--- src/rtl/rprq_pkg.sv ---
// Shared types and constants for the ring priority request queue.
// No dependencies; imported by rprq_cell and ring_priority_request_queue.
package rprq_pkg;

  localparam int unsigned QueueDepthDefault = 64;
  localparam int unsigned CoordW            = 16;
  localparam int unsigned KeyW              = 16;
  localparam int unsigned TicketW           = 64;
  localparam int unsigned PendingW          = 7;

  typedef enum logic {
    MODE_ENQ  = 1'b0,
    MODE_TAKE = 1'b1
  } mode_e;

  typedef enum logic [1:0] {
    STAT_ENQUEUED = 2'd0,
    STAT_FULL     = 2'd1,
    STAT_TAKEN    = 2'd2,
    STAT_EMPTY    = 2'd3
  } status_e;

  typedef enum logic [1:0] {
    S_IDLE = 2'd0,
    S_SCAN = 2'd1,
    S_TAKE = 2'd2
  } state_e;

  // Input transaction
  typedef struct packed {
    mode_e                    mode;
    logic signed [CoordW-1:0] coord_x;
    logic signed [CoordW-1:0] coord_y;
    logic signed [CoordW-1:0] coord_z;
    logic signed [KeyW-1:0]   prio_key;
  } req_t;

  // Output transaction
  typedef struct packed {
    status_e                  status;
    logic [TicketW-1:0]       ticket;
    logic signed [CoordW-1:0] got_x;
    logic signed [CoordW-1:0] got_y;
    logic signed [CoordW-1:0] got_z;
    logic [PendingW-1:0]      pending;
  } rsp_t;

  // One stored request
  typedef struct packed {
    logic [TicketW-1:0]       ticket;
    logic signed [CoordW-1:0] x;
    logic signed [CoordW-1:0] y;
    logic signed [CoordW-1:0] z;
    logic signed [KeyW-1:0]   key;
  } entry_t;

  // Running best candidate passed down the chain toward cell 0
  typedef struct packed {
    logic   valid;
    entry_t entry;
  } cand_t;

  // Per-cycle commands broadcast to every cell
  typedef struct packed {
    logic enq_en;
    logic del_en;
  } cell_cmd_t;

endpackage

--- src/rtl/rprq_cell.sv ---
// One queue cell: holds one request in age order plus one stage of the
// systolic min-key search. Depends on rprq_pkg.
module rprq_cell import rprq_pkg::*; #(
  parameter int unsigned IdxW    = 6,
  parameter int unsigned CntW    = 7,
  parameter int unsigned CellIdx = 0
) (
  input  logic            clk_i,
  input  logic            rst_ni,
  input  cell_cmd_t       cmd_i,
  input  logic [CntW-1:0] count_i,
  input  logic [IdxW-1:0] del_idx_i,
  input  entry_t          new_entry_i,
  input  entry_t          next_entry_i,
  output entry_t          entry_o,
  input  cand_t           cand_i,
  input  logic [IdxW-1:0] cand_idx_i,
  output cand_t           cand_o,
  output logic [IdxW-1:0] cand_idx_o
);

  entry_t          entry_q, entry_d;
  cand_t           cand_q, cand_d;
  logic [IdxW-1:0] cand_idx_q, cand_idx_d;
  logic            live;
  logic            own_wins;

  assign live = CntW'(CellIdx) < count_i;

  always_comb begin
    entry_d = entry_q;
    if (cmd_i.enq_en && (count_i == CntW'(CellIdx))) begin
      entry_d = new_entry_i;
    end else if (cmd_i.del_en && (IdxW'(CellIdx) >= del_idx_i)) begin
      entry_d = next_entry_i;  // close the gap
    end
  end

  // Older (this cell) wins ties
  assign own_wins = live && (!cand_i.valid || (entry_q.key <= cand_i.entry.key));

  always_comb begin
    if (own_wins) begin
      cand_d.valid = 1'b1;
      cand_d.entry = entry_q;
      cand_idx_d   = IdxW'(CellIdx);
    end else begin
      cand_d     = cand_i;
      cand_idx_d = cand_idx_i;
    end
  end

  always_ff @(posedge clk_i) begin
    entry_q    <= entry_d;
    cand_idx_q <= cand_idx_d;
  end

  always_ff @(posedge clk_i or negedge rst_ni) begin
    if (!rst_ni) begin
      cand_q <= '0;
    end else begin
      cand_q <= cand_d;
    end
  end

  assign entry_o    = entry_q;
  assign cand_o     = cand_q;
  assign cand_idx_o = cand_idx_q;

endmodule

--- config.mk ---
export PLATFORM = sky130hd
export DESIGN_NAME = rprq_cell
export DESIGN_NICKNAME = d
export VERILOG_FILES = /design/src/rtl/rprq_pkg.sv /design/src/rtl/rprq_cell.sv
export SDC_FILE = /design/constraint.sdc
export NUM_CORES = 1
export LEC_CHECK = 0
export ABC_AREA = 1
export BUFFER_PORTS_ARGS = -buffer_cell sky130_fd_sc_hd__clkbuf_2
export CORE_AREA = 2 2 262 264
export CTS_CLUSTER_DIAMETER = 30
export DETAILED_ROUTE_END_ITERATION = 7
export DIE_AREA = 0 0 264 266
export MAX_ROUTING_LAYER = met4
export PLACE_DENSITY = 0.48
export SETUP_SLACK_MARGIN = 0.3
export SYNTH_ARGS = -nofsm -noshare
export SYNTH_HDL_FRONTEND = slang
export SYNTH_SLANG_ARGS = --single-unit
export TNS_END_PERCENT = 1
--- constraint.sdc ---
create_clock -name clk_i -period 4.6 [get_ports clk_i]
set_clock_uncertainty 0.05 [all_clocks]
set_input_delay 0 -clock clk_i [delete_from_list [all_inputs] [get_ports clk_i]]
set_output_delay 0 -clock clk_i [all_outputs]
set_load 0.02 [all_outputs]
==> qor.csv, run 1 <==
metric,value,unit
synth_ff_type,dfrtp_1,
fmax,0.318,GHz
synth_seq_cells,263,
ff2ff_path_depth,13,
drive_gt1_share,45.0,%
crit_family,simple AND/OR/NAND/NOR gates,
floorplan.initialDensity,16.4,%
fin_nets,2469,
tns,0,ns
num_vias,11700,
cts_tree,yes,
finalCriticalPeriod,3.14,ns
vias_per_cell,3.92,
ys_types,23,
cts.path.max_buffers,3,
timing.critical_path.buf_inv,2,
core.rowCount,96,
num-fill-cells,6848,
worst-path-stages,13,
crit_fanout,74,
p_leak,10.7,nW
r2r-start,entry_o[7]$_DFFE_PP_,
io_buffers,670,
grt-ovfl-total,0,
cp.arrival,3.61,ns
vdd_ir_drop_max,0.328,mV
numCtsBuffers,77,
grt_use_total,14.9,%
io_pins,671,
postRouteAntennaNets,0,
yosysSeqAreaShare,64.6,%
status,completed,
drv_slew,0,
setup-violations-final,0,
grt_pass1_vias,12900,
clk_latency,0.60,ns
synth_cells,932,
drt_iter0_markers,569,
path_clk_slew,0.04,ns
synth_area,11100,µm²
post_cts_resized,0,
die_area,70200,µm²
htreeDepth,3,
whs_endpoint,cand_o[105]$_DFF_PN0_,
crit_path_top_delay_cell,dlygate4sd3_1,
syn_avg_cell_area,11.9,µm²
fp.dieW,264,µm
async_flop_share,49.0,%
crit_path_start_kind,flip-flop,
tightestPinTransition,0.847,ns
r2r_end,cand_o[122]$_DFF_PN0_,
design.core.area,67700,µm²
synth_compound_area_share,0.438,%
drtPass1Iterations,4,
synth_top_family_by_area,simple AND/OR/NAND/NOR gates,
crit_chain,ha_1 -> a21o_1 -> nor2_1 -> nand2_1 -> nand2_1 -> nand2_1 -> nand2_1 -> nand3_4 -> nand2_8 -> buf_12 -> nand2_1 -> nand2_1 -> dlygate4sd3_1,
cp_slowest_stage_delay,0.58,ns
critPathKind,flip-flop to flip-flop,
rsz0062_at_grt,false,
wl,52200,µm
end_kind,flip-flop,
ys_warn_count,0,
hold_path.class,input port to flip-flop,
synth_edf_count,128,
synthMuxAreaShare,12.9,%
hold_path_depth,4,
slew_headroom,43.5,%
setup_slack,1.46,ns
gp_congestion,0.937,
synthSimpleGateAreaFrac,16.1,%
drcViolationCount,0,
power_density,412,nW/µm²
worstHoldStart,cand_i[105],
routedWlPerCell,17.4,µm
fin_crit_sh,68.3,%
clock_sinks,263,
crit_top_cell,nand2_1,
synth_xor_area_share,0,%
regToRegSetupSlack,1.46,ns
clockRootBuffer,clkbuf_16,
maxCapViolations,0,
dpl.hpwl,36600,µm
grt_pass1_wl,76300,µm
cp.required,5.07,ns
preCtsSetupSlack,1.98,ns
grt_max_degree,129,
syn_nets,1356,
hold_viol,0,
p_total,0.00917,W
antenna_found_initial,3,
cts_setup_buffers,0,
area_delta_synth_final,99.8,%
die_h,266,µm
synth_fa_ha_area_share,1.80,%
## metrics by stage
step	instance area (µm²)	hold WS, ns	std cells	util [%]
final	22200	0.0966	2996	32.8
after global routing	22200	0.0678	2995	32.8
after CTS	22200	0.0333	2992	32.8
after detailed placement	15500	0.0451	2444	22.8
after global placement	15500	0.0435	2444	22.8
after floorplan	11100	-0.346	932	-
## Yosys cell counts (4+ instances only)
cell,count,area (µm²)
buf_2,24,120
mux2_2,128,1440
nor2_1,15,56.3
dfrtp_1,129,3230
clkbuf_1,16,60.1
inv_1,31,116
ha_1,16,200
a21oi_1,6,30.0
buf_4,4,30.0
nand3_1,131,656
dfxtp_1,6,120
nand2_1,278,1040
edfxtp_1,128,3840
buf_6,11,124
## cell usage in the layout (no fill, tap or decap), types with 2 or more instances in the layout
| master | synthesis | final |
|---|---|---|
| edfxtp_1 | 128 | 128 |
| nand2_1 | 278 | 276 |
| nand2_4 | 0 | 2 |
| clkbuf_8 | 0 | 7 |
| nand3_1 | 131 | 131 |
| nor2_1 | 15 | 15 |
| buf_4 | 4 | 12 |
| mux2_2 | 128 | 128 |
| inv_1 | 31 | 30 |
| clkbuf_2 | 0 | 669 |
| dfxtp_1 | 6 | 6 |
| clkbuf_1 | 16 | 13 |
| clkbuf_16 | 0 | 77 |
| a21oi_1 | 6 | 6 |
| ha_1 | 16 | 16 |
| dfrtp_1 | 129 | 129 |
| clkinv_4 | 0 | 4 |
| bufinv_16 | 0 | 11 |
| buf_12 | 0 | 5 |
| dlygate4sd3_1 | 0 | 403 |
| diode_2 | 0 | 4 |
| clkinv_1 | 0 | 3 |
| inv_16 | 0 | 5 |
| clkinv_2 | 0 | 15 |
| clkinvlp_4 | 0 | 7 |
## worst max path at each step
stage,start,end
after global routing,entry_o[7]$_DFFE_PP_,cand_o[126]$_DFF_PN0_
after floorplan,count_i[5],entry_o[0]$_DFFE_PP_
after global placement,entry_o[5]$_DFFE_PP_,cand_o[126]$_DFF_PN0_
after CTS,entry_o[7]$_DFFE_PP_,cand_o[126]$_DFF_PN0_
final,entry_o[7]$_DFFE_PP_,cand_o[122]$_DFF_PN0_
after detailed placement,entry_o[7]$_DFFE_PP_,cand_o[126]$_DFF_PN0_
## registers in the layout (all words and copies together), names as in the netlist
name	cells
cand_idx_o	6
cand_o	129
entry_o	128
## worst reg2reg max path, cell delays in order (launching register included)
cell	delay [ns]
edfxtp_1	0.41
ha_1	0.33
a21o_1	0.19
nor2_1	0.16
nand2_1	0.07
nand2_1	0.07
nand2_1	0.05
nand2_1	0.10
nand3_4	0.12
nand2_8	0.43
buf_12	0.31
nand2_1	0.10
nand2_1	0.08
dlygate4sd3_1	0.58
## cell families (layout without fill, tap and decap cells)
kind of cell               Yosys count  in the layout
adders and majority gates           16             16
DFF                                263            263
other                                0              4
AOI/OAI and AO/OA                    9              9
buffers and inverters               87           1265
and+or+nand+nor                    429            429
muxes                              128            128
## metal layers
| layer | global-route usage [%] | vias to the layer above | wire length (µm) |
|---|---|---|---|
| met2 | 24.3 | 476 | 25800 |
| li1 | - | 5454 | - |
| met1 | 16.6 | 5679 | 20500 |
| met4 | 7.26 | 0 | 2120 |
| met3 | 4.52 | 128 | 3780 |
| met5 | - | - | 0 |
## timing repair
item | CTS | global route
endpoints found under the hold margin | 334 | 0
hold buffers | 404 | 0
endpoints found under the setup margin | 0 | 0
## power breakdown
| part | internal, W | total [W] | switching [W] |
|---|---|---|---|
| sequential | 0.00258 | 0.00263 | 0.0000438 |
| clock | 0.00383 | 0.00550 | 0.00167 |
| combinational | 0.000525 | 0.00104 | 0.000518 |
| total | 0.00694 | 0.00917 | 0.00224 |
## area by class of cell
class | instances | area, µm² | share of cell area [%]
timing repair buffer | 1090 | 7580 | 34.1
tap | 882 | 1100 | 4.96
antenna | 4 | 10.0 | 0.0450
clock inverter | 47 | 643 | 2.89
sequential | 263 | 7190 | 32.3
inverter | 31 | 119 | 0.534
multi-input combinational | 582 | 3520 | 15.8
clock buffer | 97 | 2070 | 9.31
No activity file was read; power rests on OpenSTA's default activity.
==> run 2: changes to the inputs <==
--- a/config.mk
+++ b/config.mk
@@ -5,14 +5,14 @@
 export SDC_FILE = /design/constraint.sdc
 export NUM_CORES = 1
 export LEC_CHECK = 0
-export ABC_AREA = 1
+export ABC_AREA = 0
 export BUFFER_PORTS_ARGS = -buffer_cell sky130_fd_sc_hd__clkbuf_2
-export CORE_AREA = 2 2 262 264
+export CORE_AREA = 2 2 259 261
 export CTS_CLUSTER_DIAMETER = 30
 export DETAILED_ROUTE_END_ITERATION = 7
-export DIE_AREA = 0 0 264 266
+export DIE_AREA = 0 0 261 263
 export MAX_ROUTING_LAYER = met4
-export PLACE_DENSITY = 0.48
+export PLACE_DENSITY = 0.59
 export SETUP_SLACK_MARGIN = 0.3
 export SYNTH_ARGS = -nofsm -noshare
 export SYNTH_HDL_FRONTEND = slang
==> constraint.sdc (replaced) <==
create_clock -name clk_i -period 2.9 [get_ports clk_i]
set_clock_uncertainty 0.05 [all_clocks]
set_input_delay 0 -clock clk_i [delete_from_list [all_inputs] [get_ports clk_i]]
set_output_delay 0 -clock clk_i [all_outputs]
set_load 0.02 [all_outputs]
==> run 2 against run 1 <==
Critical path depth down 5. Global-route usage up 6.4 points. Highest routed layer unchanged. Sequential cell count unchanged. Count of clock-buffer cells in the layout fell by 1. Final area rose by 35%. Synthesized area is 57% higher.
==> qor.csv, run 2 <==
metric,value,unit,change
status,completed,,
hold_viol,0,,unchanged
final_common_cell,clkbuf_2,,
maxCapViolations,0,,unchanged
io_buffers,670,,unchanged
synth_top_area_cell,edfxtp_1,,
grt_pass1_wl,111000,µm,+46%
ys_warn_count,0,,unchanged
placed_cell_area,22300,µm²,+44%
synth_edf_count,128,,unchanged
crit_path_top_delay_cell,or4_4,,
critPathKind,flip-flop to flip-flop,,
drt_iter0_markers,1284,,+130%
design.core.area,65600,µm²,-3.1%
synth_seq_cells,263,,unchanged
num-fill-cells,5853,,-15%
fp.dieW,261,µm,-1.1%
clk_latency,0.61,ns,about the same
dp.cells,3146,,+29%
die_h,263,µm,-1.1%
ys_top_cells_by_area,"edfxtp_1 (22%), dfrtp_1 (18%), nand3_1 (14%)",,
grt-ovfl-total,0,,unchanged
htreeDepth,3,,unchanged
gp_congestion,0.842,,-10%
cp.arrival,3.25,ns,-0.36 ns
clockRootBuffer,clkbuf_16,,
hold_path.class,input port to flip-flop,,
final_cell_mix,"clkbuf_2 (669), nand3_1 (494), dlygate4sd3_1 (395)",,
ys_types,43,,+87%
finalCriticalPeriod,2.85,ns,-0.295 ns
antenna_found_initial,6,,+3
die_area,68600,µm²,-2.3%
crit_fanout,8,,-89%
num_vias,19600,,+67%
largest_reg_flops,129,,unchanged
path_clk_slew,0.04,ns,about the same
core.rowCount,94,,-2.1%
drv_slew,0,,unchanged
fmax,0.351,GHz,+10%
io_pins,671,,unchanged
drive_gt1_share,39.1,%,-5.9 points
drtPass1Iterations,5,,+1
numCtsBuffers,82,,+6.5%
grt_pass1_vias,19800,,+53%
synth_area,17500,µm²,+57%
cts.path.max_buffers,3,,unchanged
postRouteAntennaNets,0,,unchanged
dpl.hpwl,46800,µm,+28%
yosysMostFrequentCell,nand3_1,,
layout.cells.non_filler,3749,,+25%
synth_commonest_cells,"nand3_1 (496), mux2i_1 (239), and3_1 (143), mux2_2 (143), clkbuf_1 (131)",,
crit_chain,ha_4 -> nand4_1 -> or4_4 -> and2_4 -> buf_8 -> nand3_1 -> mux2i_1 -> a2111o_1,,
fin_nets,3228,,+31%
floorplan.initialDensity,26.6,%,+10 points
grt_max_degree,174,,+35%
slew_headroom,33.2,%,-10 points
clock_sinks,263,,unchanged
end_kind,flip-flop,,
syn_nets,2121,,+56%
fin_crit_sh,98.1,%,+30 points
postLayoutCellArea,30000,µm²,+35%
synth_cells,1697,,+82%
p_leak,14.3,nW,+34%
drcViolationCount,0,,unchanged
wl,77300,µm,+48%
area_delta_synth_final,72.0,%,
cts_tree,yes,,
grt_use_total,21.2,%,+6.4 points
vdd_ir_drop_max,0.416,mV,+27%
async_flop_share,49.0,%,unchanged
power_density,540,nW/µm²,+31%
setup-violations-final,0,,unchanged
yosysSeqAreaShare,41.2,%,-23 points
syn_avg_cell_area,10.3,µm²,-14%
cp_slowest_stage_delay,0.67,ns,+0.09 ns
vias_per_cell,5.22,,+33%
routedWlPerCell,20.6,µm,+18%
crit_path_start_kind,flip-flop,,
tightestPinTransition,1.00,ns,+0.154 ns
rsz0062_at_grt,true,,
synth_ff_type,dfrtp_1,,
cp.required,3.30,ns,-1.77 ns
synth.top_cell.area_share,22.0,%,-13 points
run 2: cell count changes after synthesis, sizes merged, moves of 27 or more:
cell	delta
a2111o	+112
and3	+143
buf	+27
clkbuf	+116
mux2i	+239
nand2	-270
nand3	+364
run 2: metrics by stage:
step | utilization (%) | TNS, ns | total power, W | setup WS, ns | hold slack (ns)
global route | 45.8 | -0.00289 | 0.0168 | -0.00289 | 0.118
finish | 45.8 | 0 | 0.0162 | 0.0540 | 0.109
CTS | 44.6 | 0 | 0.0162 | 0.104 | 0.0717
global placement | 33.9 | -0.105 | 0.00637 | -0.0183 | -0.00111
floorplan | - | -301.02 | 0.00547 | -2.35 | -0.346
detailed placement | 33.9 | -1.22 | 0.00644 | -0.0546 | 0.000428
run 2: logic make-up after synthesis:
kind of cell             count (synthesis)  synth area share (%)
AND/OR/NAND/NOR                        667                  20.3
multiplexers                           382                  22.9
flip-flops                             263                  41.2
buffers and inverters                  216                  5.42
AO/OA/AOI/OAI                          153                  9.05
adder cells (fa/ha/maj)                 16                  1.15
run 2: final cells by class:
cell class / count / area, µm² / share of cell area (%)
inverter: 17 / 71.3 / 0.237
timing repair buffer: 1216 / 9250 / 30.8
clock inverter: 57 / 711 / 2.37
clock buffer: 96 / 2140 / 7.11
antenna: 12 / 30.0 / 0.100
sequential: 263 / 7190 / 23.9
multi-input combinational: 1224 / 9570 / 31.9
tap: 864 / 1080 / 3.60
run 2: repair_timing:
item / in CTS / in global routing
gates cloned: 4 / 21
endpoints found under the hold margin: 477 / 0
gates resized for setup: 10 / 46
endpoints found under the setup margin: 134 / 134
hold buffers: 396 / 0
pin swaps: 3 / 31
buffers inserted: 9 / 8
run 2: power breakdown:
group / leakage, nW / switching (W) / internal [W] / total (W)
sequential: 2.70 / 0.0000901 / 0.00413 / 0.00422
clock: 1.37 / 0.00277 / 0.00641 / 0.00918
combinational: 10.3 / 0.00141 / 0.00142 / 0.00283
run 2: path summary, 6_finish.rpt:
path	depth (start not counted)	end	from	slack (ns)
worst max-delay path	8	cand_o[96]$_DFF_PN0_	entry_o[3]$_DFFE_PP_	0.05
worst min register to register	3	cand_o[5]$_DFF_PN0_	entry_o[5]$_DFFE_PP_	0.59
worst max register to register	8	cand_o[96]$_DFF_PN0_	entry_o[3]$_DFFE_PP_	0.05
max in group asynchronous	4	cand_o[41]$_DFF_PN0_	rst_ni	1.87
worst min-delay path	4	cand_o[5]$_DFF_PN0_	count_i[2]	0.11
min in group asynchronous	4	cand_o[111]$_DFF_PN0_	rst_ni	0.53
run 2: worst max-delay path, delay by kind of cell (launching register included):
family                     cells  cell delay, ns
AOI/OAI and AO/OA              1            0.42
muxes                          1            0.10
buffers and inverters          1            0.18
DFF                            1            0.45
and+or+nand+nor                4            1.18
adders and majority gates      1            0.32
run 2: routing by layer:
| metal | track usage (%) | wire [µm] | part of all wire, % | vias up |
|---|---|---|---|---|
| met1 | 23.5 | 29900 | 39 | 9555 |
| met4 | 9.20 | 3240 | 4.2 | 0 |
| met3 | 4.30 | 4900 | 6.3 | 211 |
| met5 | - | 0 | 0 | - |
| met2 | 36.8 | 39200 | 51 | 957 |
| li1 | - | - | - | 8854 |
==> run 3: changes to the inputs <==
==> constraint.sdc (replaced) <==
create_clock -name clk_i -period 2.9 [get_ports clk_i]
set_clock_uncertainty 0.05 [all_clocks]
set_input_delay 0.29 -clock clk_i [delete_from_list [all_inputs] [get_ports clk_i]]
set_output_delay 0.29 -clock clk_i [all_outputs]
set_load 0.02 [all_outputs]
==> run 3 against run 2 <==
First-iteration DRC count rose by 9.3%. Final cell count fell by 0.59%. Sequential share of layout area fell by 0.26 points. Via count rose by 0.73%. Critical path type unchanged. Largest power group unchanged. Core utilization rose by 0.49 points. Power rose by 2.3%.
==> qor.csv, run 3 (synthesis gave the netlist of run 2 again) <==
metric,value,unit,change
status,completed,,
num_vias,19700,,+0.73%
clockRootBuffer,clkbuf_16,,
cp.arrival,3.28,ns,+0.03 ns
end_kind,flip-flop,,
drv_slew,0,,unchanged
worstHoldStart,next_entry_i[120],,
fp.dieW,261,µm,unchanged
hold_path.class,input port to flip-flop,,
fmax,0.346,GHz,-1.4%
slew_headroom,31.8,%,-1.5 points
multi_input_area,9820,µm²,+2.6%
gp_congestion,0.858,,+1.9%
vias_per_cell,5.29,,+1.3%
routedWlPerCell,21.0,µm,+2.1%
p_total,0.0166,W,+2.3%
drt_iter0_markers,1404,,+9.3%
fin_crit_sh,99.5,%,+1.4 points
area_delta_synth_final,73.9,%,
htreeDepth,3,,unchanged
drtPass1Iterations,8,,+3
die_h,263,µm,unchanged
cts_tree,yes,,
clock_sinks,263,,unchanged
grt-ovfl-total,0,,unchanged
floorplan.initialDensity,26.6,%,unchanged
p_leak,14.4,nW,+0.61%
die_area,68600,µm²,unchanged
final_cell_mix,"clkbuf_2 (669), nand3_1 (454), dlygate4sd3_1 (384)",,
regArea,7190,µm²,unchanged
design.core.area,65600,µm²,unchanged
vdd_ir_drop_max,0.383,mV,-8.0%
core.rowCount,94,,unchanged
antenna_found_initial,5,,-1
crit_fanout,9,,+1
postRouteAntennaNets,0,,unchanged
drcViolationCount,0,,unchanged
numCtsBuffers,86,,+4.9%
r2r-start,entry_o[10]$_DFFE_PP_,,
largest_reg_flops,129,,unchanged
io_buffers,670,,unchanged
grt_pass1_vias,20100,,+1.8%
tightestPinTransition,1.02,ns,+0.0220 ns
postLayoutCellArea,30400,µm²,+1.1%
dpl.hpwl,46500,µm,-0.59%
grt_use_total,21.2,%,about the same
setup-violations-final,0,,unchanged
io_pins,671,,unchanged
wl,78400,µm,+1.5%
num-fill-cells,5869,,+0.27%
drive_gt1_share,41.2,%,+2.2 points
rsz0062_at_grt,true,,
grt_pass1_wl,112000,µm,+0.45%
fin_nets,3210,,-0.56%
final_common_cell,clkbuf_2,,
critPathLaunch,entry_o[10]$_DFFE_PP_,,
clk_latency,0.62,ns,about the same
hold_viol,0,,unchanged
maxCapViolations,0,,unchanged
cp.required,3.29,ns,about the same
grt_max_degree,211,,+21%
power_density,547,nW/µm²,+1.2%
path_clk_slew,0.04,ns,about the same
critPathKind,flip-flop to flip-flop,,
crit_path_start_kind,flip-flop,,
finalCriticalPeriod,2.89,ns,+0.0402 ns
cts.path.max_buffers,3,,unchanged
placed_cell_area,22100,µm²,-0.60%
run 3: cell types whose count changed in the layout (fill, tap and decap cells not counted), moves of 11 or more:
cell           previous run  this run
buf_4                    85        58
buf_6                    12        23
dlygate4sd3_1           395       384
nand3_1                 494       454
nand3_2                   2        42
run 3: layout make-up:
class                      count  area share [%]
sequential                   263            23.7
antenna                        4          0.0330
timing repair buffer        1194            30.3
tap                          864            3.56
clock buffer                 107            7.71
multi-input combinational   1224            32.3
clock inverter                54            2.15
inverter                      17           0.235
run 3: where the power goes:
part | leakage [nW] | switching [W] | total [W] | internal, W
clock network | 1.44 | 0.00291 | 0.00951 | 0.00660
logic | 10.3 | 0.00144 | 0.00287 | 0.00143
registers | 2.70 | 0.0000911 | 0.00422 | 0.00413
total | 14.4 | 0.00444 | 0.0166 | 0.0122
run 3: through the flow:
step                setup slack (ns)  setup TNS (ns)  utilization, %  hold WS, ns  cells
floorplan                      -2.64         -338.14               -      -0.0556   1697
global placement             -0.0262          -0.650            33.7        0.222   3130
detailed placement           -0.0950           -2.69            33.7        0.224   3130
CTS                           0.0464               0            44.5     0.000563   3686
global route                  -0.115          -0.178            46.3      0.00505   3727
finish                        0.0138               0            46.3       0.0381   3727
run 3: worst paths after layout:
check                                               to  slack, ns  cells past startpoint
worst max-delay path              cand_o[10]$_DFF_PN0_       0.01                     11
worst min register to register    cand_o[12]$_DFF_PN0_       0.62                      3
max in group asynchronous         cand_o[66]$_DFF_PN0_       1.78                      3
min in group asynchronous          cand_o[5]$_DFF_PN0_       0.15                      2
worst max register to register    cand_o[10]$_DFF_PN0_       0.01                     11
worst min-delay path            entry_o[120]$_DFFE_PP_       0.04                      2
run 3: what timing repair did:
action / CTS / global route
hold buffers: 384 / 0
buffers inserted: 6 / 10
setup endpoints to repair: 134 / 134
cloned: 5 / 27
pin swaps: 4 / 90
gates resized for setup: 11 / 129
endpoints found under the hold margin: 300 / 0
run 3: layer usage:
layer / vias up / global-route usage (%) / routed length (µm) / part of all wire (%)
li1: 8806 / - / - / -
met1: 9660 / 23.1 / 29500 / 38
met2: 1025 / 36.8 / 39900 / 51
met3: 228 / 4.22 / 5260 / 6.7
met4: 0 / 10.2 / 3740 / 4.8
met5: - / - / 0 / 0
run 3: worst max-delay path, cell delays in order, from the launching register on:
cell and delay (ns):
edfxtp_1 0.41, ha_1 0.31, nand4_1 0.17, nor2_1 0.10, a221o_1 0.37, nor3_4 0.23
buf_12 0.17, buf_12 0.11, buf_16 0.16, buf_6 0.17, mux2i_1 0.26, o2111ai_1 0.19
